### config.mk
export PLATFORM = sky130hd
export DESIGN_NAME = palette_index_compactor_core_flat
export DESIGN_NICKNAME = d
export VERILOG_FILES = /design/src/rtl/core/pic_pkg.sv /design/src/rtl/core/pic_if.sv /design/src/rtl/core/palette_index_compactor_core.sv /design/src/rtl/core/pic_ram.sv /design/src/flat_wrapper.sv
export SDC_FILE = /design/constraint.sdc
export NUM_CORES = 2
export LEC_CHECK = 0
export CAP_MARGIN = 5
export CORE_UTILIZATION = 63
export DETAILED_ROUTE_END_ITERATION = 10
export DONT_BUFFER_PORTS = 1
export PLACE_DENSITY_LB_ADDON = 0.12
export SLEW_MARGIN = 15
export SYNTH_ARGS = -nofsm -noshare
export SYNTH_HDL_FRONTEND = slang
export SYNTH_HIERARCHICAL = 1
export SYNTH_SLANG_ARGS = --single-unit
### constraint.sdc
create_clock -name clk -period 6.78 [get_ports clk]
set_input_delay 1.017 -clock clk [delete_from_list [all_inputs] [get_ports clk]]
set_output_delay 1.017 -clock clk [all_outputs]
set_load 0.1 [all_outputs]
### src/rtl/core/pic_pkg.sv
`default_nettype none

package pic_pkg;

    localparam int IDX_W = 8;
    localparam int CNT_W = 9;
    localparam int MAP_DEPTH = 256;
    localparam int PALETTE_SIZE = 256;
    localparam int CFG_W = 9;
    localparam int CFG_IDX_W = 2;

    localparam logic [CNT_W-1:0] PALETTE_CAP = CNT_W'(PALETTE_SIZE);
    localparam logic [IDX_W-1:0] PALETTE_LAST = IDX_W'(PALETTE_SIZE - 1);
    localparam logic [CNT_W-1:0] COLOR_COUNT_RESET = CNT_W'(256);

    localparam logic [CFG_IDX_W-1:0] REG_COLOR_COUNT    = 2'd0;
    localparam logic [CFG_IDX_W-1:0] REG_TRANSP_PRESENT = 2'd1;
    localparam logic [CFG_IDX_W-1:0] REG_TRANSP_INDEX   = 2'd2;

endpackage

`default_nettype wire

### src/rtl/core/pic_if.sv
`default_nettype none

interface pic_pix_if;
    logic                     valid;
    logic                     ready;
    logic [pic_pkg::IDX_W-1:0] old_index;
    logic                     frame_last;

    modport source (output valid, output old_index, output frame_last, input ready);
    modport sink   (input valid, input old_index, input frame_last, output ready);
endinterface

interface pic_res_if;
    logic                     valid;
    logic                     ready;
    logic [pic_pkg::IDX_W-1:0] new_index;
    logic                     first_use;
    logic [pic_pkg::IDX_W-1:0] source_index;
    logic                     range_error;
    logic                     last;
    logic [pic_pkg::CNT_W-1:0] used_count;
    logic                     out_transp_present;
    logic [pic_pkg::IDX_W-1:0] out_transp_index;

    modport source (output valid, output new_index, output first_use, output source_index,
                    output range_error, output last, output used_count,
                    output out_transp_present, output out_transp_index, input ready);
    modport sink   (input valid, input new_index, input first_use, input source_index,
                    input range_error, input last, input used_count,
                    input out_transp_present, input out_transp_index, output ready);
endinterface

`default_nettype wire

### src/rtl/core/palette_index_compactor_core.sv
`default_nettype none

// Palette index compactor.
// pix (sink) takes one pixel per transfer: old_index and frame_last.
// res (source) gives one result per pixel: the dense new index, a first-use
// flag with the echoed source index, a range error flag, and on the last pixel
// of a frame the used colour count and the remapped transparent index.
// wr_en / wr_index / wr_data write the three configuration registers
// (colour count, transparent present, transparent index); the user must
// write them only while idle, as the block itself does not enforce it.
// A new pixel is taken only after the previous one has passed a lookup state
// (index map read and write-back), on the last pixel of a frame a summary
// state (transparent entry read) and an emit state loading the output register.
// The result sits in an output register; a new pixel is taken while it waits,
// and that pixel stalls before its own result until the receiver drains it.
// Reset clears the valid bits of the map, the colour counter and the
// registers (colour count 256, no transparent colour); the map RAM itself is
// not cleared and needs no clearing pass. The last pixel of a frame clears
// the valid bits and the counter at once.
module palette_index_compactor_core (
    input  wire logic                            clk,
    input  wire logic                            rst_n,
    pic_pix_if.sink                              pix,
    pic_res_if.source                            res,
    input  wire logic                            wr_en,
    input  wire logic [pic_pkg::CFG_IDX_W-1:0]   wr_index,
    input  wire logic [pic_pkg::CFG_W-1:0]       wr_data
);

    localparam logic [1:0] ST_IDLE = 2'd0;
    localparam logic [1:0] ST_LOOK = 2'd1;
    localparam logic [1:0] ST_SUMM = 2'd2;
    localparam logic [1:0] ST_EMIT = 2'd3;

    logic [1:0] state_reg, state_next;

    logic [pic_pkg::CNT_W-1:0]     color_count_reg;
    logic                          transp_present_reg;
    logic [pic_pkg::IDX_W-1:0]     transp_index_reg;

    logic [pic_pkg::MAP_DEPTH-1:0] map_valid_reg;
    logic [pic_pkg::CNT_W-1:0]     next_new_reg;

    logic [pic_pkg::IDX_W-1:0]     c_reg;
    logic                          last_reg;

    logic [pic_pkg::IDX_W-1:0]     k_reg;
    logic                          first_reg;
    logic                          rerr_reg;
    logic                          fwd_reg;
    logic [pic_pkg::CNT_W-1:0]     used_reg;
    logic                          tp_reg;
    logic [pic_pkg::IDX_W-1:0]     ti_reg;

    logic                          out_valid_reg;
    logic [pic_pkg::IDX_W-1:0]     out_new_reg;
    logic                          out_first_reg;
    logic [pic_pkg::IDX_W-1:0]     out_src_reg;
    logic                          out_rerr_reg;
    logic                          out_last_reg;
    logic [pic_pkg::CNT_W-1:0]     out_used_reg;
    logic                          out_tp_reg;
    logic [pic_pkg::IDX_W-1:0]     out_ti_reg;

    logic                          pix_xfer;
    logic                          out_free;
    logic                          hit;
    logic                          room;
    logic                          alloc;
    logic [pic_pkg::IDX_W-1:0]     k_val;
    logic                          tp_val;

    logic                          ram_we;
    logic [pic_pkg::IDX_W-1:0]     ram_raddr;
    logic [pic_pkg::IDX_W-1:0]     ram_rdata;

    assign pix.ready = (state_reg == ST_IDLE);
    assign pix_xfer  = pix.valid && pix.ready;
    assign out_free  = !out_valid_reg || res.ready;

    assign hit   = map_valid_reg[c_reg];
    assign room  = next_new_reg < pic_pkg::PALETTE_CAP;
    assign alloc = !hit && room;

    always_comb
    begin
        priority if (hit)
        begin
            k_val = ram_rdata;
        end
        else if (room)
        begin
            k_val = next_new_reg[pic_pkg::IDX_W-1:0];
        end
        else
        begin
            k_val = pic_pkg::PALETTE_LAST;
        end
    end

    assign tp_val = transp_present_reg && map_valid_reg[transp_index_reg];

    // Read the pixel entry on transfer, the transparent entry during write-back.
    assign ram_raddr = (state_reg == ST_IDLE) ? pix.old_index : transp_index_reg;
    assign ram_we    = (state_reg == ST_LOOK) && alloc;

    pic_ram #(
        .WIDTH (pic_pkg::IDX_W),
        .DEPTH (pic_pkg::MAP_DEPTH)
    ) u_map (
        .clk   (clk),
        .we    (ram_we),
        .waddr (c_reg),
        .wdata (next_new_reg[pic_pkg::IDX_W-1:0]),
        .raddr (ram_raddr),
        .rdata (ram_rdata)
    );

    always_comb
    begin
        state_next = state_reg;
        unique case (state_reg)
            ST_IDLE:
            begin
                if (pix_xfer)
                begin
                    state_next = ST_LOOK;
                end
            end
            ST_LOOK:
            begin
                state_next = last_reg ? ST_SUMM : ST_EMIT;
            end
            ST_SUMM:
            begin
                state_next = ST_EMIT;
            end
            ST_EMIT:
            begin
                if (out_free)
                begin
                    state_next = ST_IDLE;
                end
            end
            default:
            begin
                state_next = ST_IDLE;
            end
        endcase
    end

    always_ff @(posedge clk or negedge rst_n)
    begin
        if (!rst_n)
        begin
            state_reg          <= ST_IDLE;
            color_count_reg    <= pic_pkg::COLOR_COUNT_RESET;
            transp_present_reg <= 1'b0;
            transp_index_reg   <= '0;
            map_valid_reg      <= '0;
            next_new_reg       <= '0;
            out_valid_reg      <= 1'b0;
        end
        else
        begin
            state_reg <= state_next;

            if (wr_en)
            begin
                unique case (wr_index)
                    pic_pkg::REG_COLOR_COUNT:    color_count_reg    <= wr_data;
                    pic_pkg::REG_TRANSP_PRESENT: transp_present_reg <= wr_data[0];
                    pic_pkg::REG_TRANSP_INDEX:
                        transp_index_reg <= wr_data[pic_pkg::IDX_W-1:0];
                    default:
                    begin
                    end
                endcase
            end

            if (ram_we)
            begin
                map_valid_reg[c_reg] <= 1'b1;
                next_new_reg         <= next_new_reg + 1'b1;
            end

            // Drop the frame map once the summary has been taken.
            if (state_reg == ST_SUMM)
            begin
                map_valid_reg <= '0;
                next_new_reg  <= '0;
            end

            if ((state_reg == ST_EMIT) && out_free)
            begin
                out_valid_reg <= 1'b1;
            end
            else if (res.ready)
            begin
                out_valid_reg <= 1'b0;
            end
        end
    end

    always_ff @(posedge clk)
    begin
        if (pix_xfer)
        begin
            c_reg    <= pix.old_index;
            last_reg <= pix.frame_last;
        end

        if (state_reg == ST_LOOK)
        begin
            k_reg     <= k_val;
            first_reg <= alloc;
            rerr_reg  <= {1'b0, c_reg} >= color_count_reg;
            // The transparent entry may be the one written in this very cycle.
            fwd_reg   <= alloc && (transp_index_reg == c_reg);
            used_reg  <= '0;
            tp_reg    <= 1'b0;
            ti_reg    <= '0;
        end

        if (state_reg == ST_SUMM)
        begin
            used_reg <= next_new_reg;
            tp_reg   <= tp_val;
            if (!tp_val)
            begin
                ti_reg <= '0;
            end
            else if (fwd_reg)
            begin
                ti_reg <= k_reg;
            end
            else
            begin
                ti_reg <= ram_rdata;
            end
        end

        if ((state_reg == ST_EMIT) && out_free)
        begin
            out_new_reg   <= k_reg;
            out_first_reg <= first_reg;
            out_src_reg   <= c_reg;
            out_rerr_reg  <= rerr_reg;
            out_last_reg  <= last_reg;
            out_used_reg  <= used_reg;
            out_tp_reg    <= tp_reg;
            out_ti_reg    <= ti_reg;
        end
    end

    assign res.valid              = out_valid_reg;
    assign res.new_index          = out_new_reg;
    assign res.first_use          = out_first_reg;
    assign res.source_index       = out_src_reg;
    assign res.range_error        = out_rerr_reg;
    assign res.last               = out_last_reg;
    assign res.used_count         = out_used_reg;
    assign res.out_transp_present = out_tp_reg;
    assign res.out_transp_index   = out_ti_reg;

`ifndef SYNTHESIS
    a_look_after_xfer: assert property (@(posedge clk) disable iff (!rst_n)
        (state_reg == ST_LOOK) |-> $past(pix_xfer))
        else $error("lookup without a pixel transfer");

    a_count_bound: assert property (@(posedge clk) disable iff (!rst_n)
        next_new_reg <= pic_pkg::PALETTE_CAP)
        else $error("colour counter beyond palette size");

    a_count_matches_valid: assert property (@(posedge clk) disable iff (!rst_n)
        $countones(map_valid_reg) == 32'(next_new_reg))
        else $error("valid bits and colour counter disagree");

    a_emit_wait_holds: assert property (@(posedge clk) disable iff (!rst_n)
        (state_reg == ST_EMIT) && !out_free |=> (state_reg == ST_EMIT) && out_valid_reg)
        else $error("result lost while output stalled");
`endif

endmodule

`default_nettype wire

### src/rtl/core/pic_ram.sv
`default_nettype none

module pic_ram #(
    parameter int WIDTH = 8,
    parameter int DEPTH = 256
) (
    input  wire logic                     clk,
    input  wire logic                     we,
    input  wire logic [$clog2(DEPTH)-1:0] waddr,
    input  wire logic [WIDTH-1:0]         wdata,
    input  wire logic [$clog2(DEPTH)-1:0] raddr,
    output logic      [WIDTH-1:0]         rdata
);

    logic [WIDTH-1:0] mem [DEPTH];

    always_ff @(posedge clk)
    begin
        if (we)
        begin
            mem[waddr] <= wdata;
        end
        rdata <= mem[raddr];
    end

endmodule

`default_nettype wire

### src/flat_wrapper.sv
// flat-port wrapper written by rule: the top's interface ports become plain ports
module palette_index_compactor_core_flat 
  (clk, rst_n, wr_en, wr_index, wr_data, pix_valid, pix_old_index, pix_frame_last, pix_ready, res_valid, res_new_index, res_first_use, res_source_index, res_range_error, res_last, res_used_count, res_out_transp_present, res_out_transp_index, res_ready);
  pic_pix_if pix_i ();
  pic_res_if res_i ();
  input  wire logic clk;
  input  wire logic rst_n;
  input  wire logic wr_en;
  input  wire logic [pic_pkg::CFG_IDX_W-1:0] wr_index;
  input  wire logic [pic_pkg::CFG_W-1:0] wr_data;
  input wire logic [$bits(pix_i.valid)-1:0] pix_valid;
  input wire logic [$bits(pix_i.old_index)-1:0] pix_old_index;
  input wire logic [$bits(pix_i.frame_last)-1:0] pix_frame_last;
  output wire logic [$bits(pix_i.ready)-1:0] pix_ready;
  output wire logic [$bits(res_i.valid)-1:0] res_valid;
  output wire logic [$bits(res_i.new_index)-1:0] res_new_index;
  output wire logic [$bits(res_i.first_use)-1:0] res_first_use;
  output wire logic [$bits(res_i.source_index)-1:0] res_source_index;
  output wire logic [$bits(res_i.range_error)-1:0] res_range_error;
  output wire logic [$bits(res_i.last)-1:0] res_last;
  output wire logic [$bits(res_i.used_count)-1:0] res_used_count;
  output wire logic [$bits(res_i.out_transp_present)-1:0] res_out_transp_present;
  output wire logic [$bits(res_i.out_transp_index)-1:0] res_out_transp_index;
  input wire logic [$bits(res_i.ready)-1:0] res_ready;
  assign pix_i.valid = pix_valid;
  assign pix_i.old_index = pix_old_index;
  assign pix_i.frame_last = pix_frame_last;
  assign pix_ready = pix_i.ready;
  assign res_valid = res_i.valid;
  assign res_new_index = res_i.new_index;
  assign res_first_use = res_i.first_use;
  assign res_source_index = res_i.source_index;
  assign res_range_error = res_i.range_error;
  assign res_last = res_i.last;
  assign res_used_count = res_i.used_count;
  assign res_out_transp_present = res_i.out_transp_present;
  assign res_out_transp_index = res_i.out_transp_index;
  assign res_i.ready = res_ready;
  palette_index_compactor_core u_core (.clk(clk), .rst_n(rst_n), .pix(pix_i), .res(res_i), .wr_en(wr_en), .wr_index(wr_index), .wr_data(wr_data));
endmodule
* After elaboration in Yosys (flattened, before gate mapping)
Memory sizes are Yosys's and may differ from the RTL's. A register that Yosys moved wholly into a read port is not among the register bits. Index checks and enable logic that the tools add are counted.
Storage, ports and cells: word-level logic and storage cells 88, bits in registers 361, bits in writable memories 2048, memories 1
Memory list:
- u_core.u_map.mem | words 256, width 8, rd ports 1, clocked after Yosys merged registers in 1, wr ports 1, RTL line pic_ram.sv:15 | logic [WIDTH-1:0] mem [DEPTH];
Cells by class: reduce and logical (&&, ||, !) cells 19, order comparisons 5, equal/unequal tests 8, bitwise operators 1, add/sub/neg operators 1, muxes and demuxes 29
Operators by type and width (count):
- $mux 256 | 2
- $or 256x256->256 | 1
- $mux 8 | 7
- $mux 9 | 4
- $lt 8x9->1 const B | 2
- $bmux 1 s8 | 2
- $mux 1 | 10
- $add 9x1->9 const B | 1
- $ge 8x9->1 | 1
- $lt 9x9->1 const B | 1
- $demux 1 s8 | 1
- $eq 8x8->1 | 1
- $ge 8x1->1 const B | 1
- $pmux 2 s4 | 1
- $reduce_and 2->1 | 4
- $logic_and 1x1->1 | 7
- $eq 2x2->1 const B | 3
- $reduce_bool 2->1 | 3
- $eq 2x1->1 const B | 2
- $logic_not 2->1 | 2
- $mux 2 | 2
- $logic_not 1->1 | 2
- $ne 2x1->1 const B | 1
- $ne 2x2->1 const B | 1
- $logic_or 1x1->1 | 1

* Depth between registers and ports, before layout
word-level depth 7, mapped depth 15

* Modules after synthesis
The synthesis kept the hierarchy.
By module, submodules not included:
- pic_ram | sequential area each 61659.1 sq um, cells each 3733, instances 1, area each 79556.3 sq um
- palette_index_compactor_core | sequential area each 9410.3 sq um, cells each 1381, instances 1, area each 18069.8 sq um

* Least setup slack after synthesis
No wires, ideal clock.
path kind register to register, start reg u_core/next_new_reg[2] (netlist bit), end reg u_core/next_new_reg[6] (netlist bit), path slack 1.722 ns, required time 6.652 ns, cell stages (with the launch flop) 7, arrival time 4.930 ns, path through dfrtp_1 -> and3_1 -> and2_0 -> buf_1 -> nand4_1 -> o22ai_1 -> mux2_1
On the way: longest elaborated chain between the ends 4, elaborated cells on any way between the ends 7
Ends and longest elaborated chain:
- start, declared | RTL line palette_index_compactor_core.sv:42 | logic [pic_pkg::CNT_W-1:0] next_new_reg;
- start signal, assigned | RTL line palette_index_compactor_core.sv:184 | next_new_reg <= next_new_reg + 1'b1;
- $lt 9x9->1 | RTL line palette_index_compactor_core.sv:82 | assign room = next_new_reg < pic_pkg::PALETTE_CAP;
- $logic_and 1x1->1 | RTL line palette_index_compactor_core.sv:83 | assign alloc = !hit && room;
- $logic_and 1x1->1 | RTL line palette_index_compactor_core.sv:105 | assign ram_we = (state_reg == ST_LOOK) && alloc;
- $reduce_bool 2->1 (no source line)
Several ways; a longest one is shown, not always the timed one. The select of a mux whose other input is x is not followed. A chain may end at the register's enable or synchronous reset.

* Worst setup path in the final report
start reg u_core.state_reg[0], end reg u_core.u_map.rdata[3], read port of u_core.u_map.mem
On the way: longest elaborated chain between the ends 2
Ends and longest elaborated chain:
- start, declared | RTL line palette_index_compactor_core.sv:35 | logic [1:0] state_reg, state_next;
- start signal, assigned | RTL line palette_index_compactor_core.sv:166 | state_reg <= state_next;
- $logic_not 2->1
- via pix_ready | RTL line flat_wrapper.sv:14 | output wire logic [$bits(pix_i.ready)-1:0] pix_ready;
- $mux 8 | RTL line palette_index_compactor_core.sv:104 | assign ram_raddr = (state_reg == ST_IDLE) ? pix.old_index : transp_index_reg;
- via u_core.ram_raddr, one bit | RTL line palette_index_compactor_core.sv:74 | logic [pic_pkg::IDX_W-1:0] ram_raddr;
- end, declared | RTL line pic_ram.sv:12 | output logic [WIDTH-1:0] rdata
The timed path passes the listed nets, and every way through them passes these cells.

==> out/metrics.csv <==
stage,metric,value,unit
timing,whs,-0.152,ns
timing,slew_headroom,6.92,%
global_route,grt_pass1_vias,50967,
route,via_count,51868,
setup_path,reg2regPathDepth,11,
clock_network,cts_resized,0,
route,ant_nets,0,
synth,synth-xor-area-share,0.0718,%
finish,stdcell_area,107000,sq um
placed_design,gp_congestion,0.877,
global_route,grt_start_max_net_pins,287,
floorplanning,start_util,63.4,%
finish,fill_cells,9401,
clock_network,cts_root_buf,clkbuf_16,
route,drt_iter0_drc,6665,
synth,yosys_warnings,6,
finish,finish.utilization,69.7,%
timing,finalCriticalPeriod,5.74,ns
floorplanning,io_pins,64,
setup_path,critical_path.endpoint,u_core/u_map/rdata[3]$_DFF_P_,
timing,final.setup.worst_slack,1.04,ns
finish,synthToLayoutAreaGrowth,9.84,%
setup_path,path_max_fanout,33,
timing,tns,0,ns
route,wl,243000,um
route,post-route-drc-count,0,
synth,synth.net_count,5152,
setup_path,crit_path_start_kind,flop,
floorplanning,coreArea,154000,sq um
placed_design,io_buffers,0,
worst_hold_path,hold_path_class,input port to asynchronous set/reset pin,
clock_network,clk_path_buf_depth,3,
power_and_ir_drop,pwr_density_cell,357,nW/um^2
clock_network,clk_latency,0.87,ns
setup_path,worstPathArrival,6.43,ns
global_route,track_usage,31.4,%
timing,maxSlewViolCount,0,
finish,drive_gt1_share,20.4,%
clock_network,path_clk_slew,0.06,ns
synth,synth_edf_count,2123,
placed_design,dp_slack,1.26,ns
timing,period_share,84.6,%
synth,synth-adder-area-share,0.167,%
floorplanning,rows,144,
global_route,grt_overflow,0,
synth,synth_top_family_by_area,multiplexers,
synth,post_synth_inst_count,5114,
synth,synth-simple-area-share,3.18,%
timing,hold_viol_final,167,
timing,setup_violations,0,
synth,synth_area,97600,sq um
clock_network,cts_sinks,2417,
synth,synth_cell_types,71,
job,cap_violations,0,
finish,final_nets,5127,
run_status,violations,hold timing,
synth,synthMuxAreaShare,15.6,%
synth,synth-compound-area-share,5.97,%
floorplanning,dieHeight,396,um
synth,avgSynthCellArea,19.1,sq um
timing,worst_slew_pin_slew,1.38,ns
setup_path,crit_type,flop to flop,
clock_network,post-cts-setup-buffers,0,
run_status,status,"finished, violations left",
clock_network,cts_buffers,229,
placed_design,dp_hpwl,143000,um
route,viasPerCell,7.06,
floorplanning,design.die.area,157000,sq um
timing,rsz0062_at_grt,no,
clock_network,h-tree-depth,4,
clock_network,cts_tree,built,
setup_path,crit_required,7.47,ns
floorplanning,dieWidth,396,um
synth,yosysSeqAreaShare,72.8,%
timing,fmax,174,MHz
route,routedWlPerCell,33.1,um
synth,ys_async_sr_fraction,11.8,%
setup_path,endpoint_kind,flop,
route,firstDrtPassIters,6,
global_route,grt_pass1_wl,357000,um
setup_path,rr_endpoint,u_core/u_map/rdata[3]$_DFF_P_,
setup_path,reg2reg_slack,1.04,ns
global_route,grt_antenna_before_repair,7,
power_and_ir_drop,vdd_drop_max,0.290,mV
finish,largest_reg_flops,2048,
synth,ys_ff_latch,2417,
synth,ys.flop_type,edfxtp_1,
timing,skew,0.0579,ns
setup_path,reg2reg_from,u_core/state_reg[0]$_DFFE_PN0P_,
placed_design,placed_cell_area,99300,sq um
setup_path,crit_start,u_core/state_reg[0]$_DFFE_PN0P_,
power_and_ir_drop,leakage,36.4,nW
==> cells in the mapped netlist, types with 26 or more instances <==
library cell,number,area (sq um)
nand3_1,46,230
buf_1,29,109
mux2i_1,279,2790
o221ai_1,46,403
clkbuf_1,208,781
a21oi_1,99,495
mux4_2,534,12000
nor4_1,26,163
nor2b_1,48,300
buf_2,60,300
nand2_1,99,372
dfrtp_1,285,7130
a22oi_1,201,1510
o2bb2ai_1,256,2240
buf_6,26,293
nor2_1,317,1190
nor3_1,39,195
edfxtp_1,2123,63800
buf_4,33,248
o22ai_1,52,325
==> critical path: stages, from the launching register on <==
cell and delay (ns):
dfrtp_1 0.44, inv_1 0.13, ha_2 0.77, mux2_2 0.83, buf_4 0.51, nor2_2 0.04, buf_4 0.29, a22o_1 0.30
a221oi_1 1.01, o32ai_1 0.43, nor3_1 0.57, nor4_1 0.15
==> how the worst min path moves through the flow <==
stage,start,slack (ns),to,depth (start not counted)
after floorplan,u_core/first_reg$_DFFE_PP_,0.40,u_core/res.first_use$_DFFE_PP_,0
after global placement,u_core/used_reg[8]$_SDFFCE_PN0P_,0.40,u_core/res.used_count[8]$_DFFE_PP_,0
after detailed placement,u_core/ti_reg[7]$_SDFFCE_PN0P_,0.40,u_core/res.out_transp_index[7]$_DFFE_PP_,0
after CTS,rst_n,-0.20,u_core/map_valid_reg[22]$_DFFE_PN0P_,0
after global routing,rst_n,-0.18,u_core/map_valid_reg[48]$_DFFE_PN0P_,0
final,rst_n,-0.15,u_core/map_valid_reg[50]$_DFFE_PN0P_,0
==> cell usage in the layout (no fill, tap or decap), drive strengths merged, types with 5 or more instances in the layout <==
| cell type | instances |
|---|---|
| o21ai | 24 |
| dfrtp | 285 |
| a2111oi | 5 |
| or2 | 17 |
| o32ai | 5 |
| ha | 13 |
| mux2i | 280 |
| o22a | 5 |
| xnor2 | 8 |
| buf | 121 |
| diode | 6 |
| nand4 | 15 |
| nand2 | 99 |
| a221oi | 15 |
| mux2 | 28 |
| bufinv | 27 |
| edfxtp | 2123 |
| o211ai | 12 |
| clkbuf | 301 |
| mux4 | 536 |
| a22o | 11 |
| nor2b | 48 |
| inv | 28 |
| nand2b | 14 |
| nor2 | 317 |
| and2 | 20 |
| a21oi | 99 |
| a22oi | 201 |
| clkinv | 99 |
| nand3 | 46 |
| nor3 | 39 |
| o221ai | 47 |
| o22ai | 52 |
| a211oi | 17 |
| nor4 | 31 |
| clkinvlp | 7 |
| o2bb2ai | 256 |
| dfxtp | 8 |
==> metrics by stage <==
step	instances	total power, mW
3_3_place_gp	6902	25.3
2_1_floorplan	5114	23.0
3_5_place_dp	6902	25.3
4_1_cts	7338	38.4
5_1_grt	7340	39.3
6_report	7344	38.3
==> cells by family (layout without fill, tap and decap cells) <==
family / Yosys count / in the layout
AOI/OAI and AO/OA: 762 / 762
xor gates and xnor gates: 8 / 8
adders and majority gates: 13 / 13
buffers and inverters: 403 / 583
DFF: 2417 / 2417
muxes: 844 / 844
other: 0 / 6
and+or+nand+nor: 667 / 667
==> area by class of cell <==
type                    count  area (sq um)  share of cell area [%]
repair buffers            121          1110                    1.04
diodes                      6          15.0                  0.0140
clock inverters           135          1650                    1.53
multi-input cells        2294         24500                    22.8
clock buffers             301          6220                    5.80
inverters                  26           103                  0.0957
well taps                2044          2560                    2.39
flip-flops and latches   2417         71100                    66.3
==> layer usage <==
metal  up-vias  share of wire (%)  GRT usage [%]
li1      21032                  -              -
met1     27396                 39           46.0
met2      2984                 47           48.0
met3       454                 11           7.31
met4         2                3.1           9.39
met5         -             0.0070              0
==> where the power goes <==
group          switching, mW  internal [mW]  total [mW]
registers              0.877           16.8        17.6
logic                   5.02           2.44        7.46
clock network           5.62           7.54        13.2
total                   11.5           26.8        38.3
(Power assumes the default switching activity.)
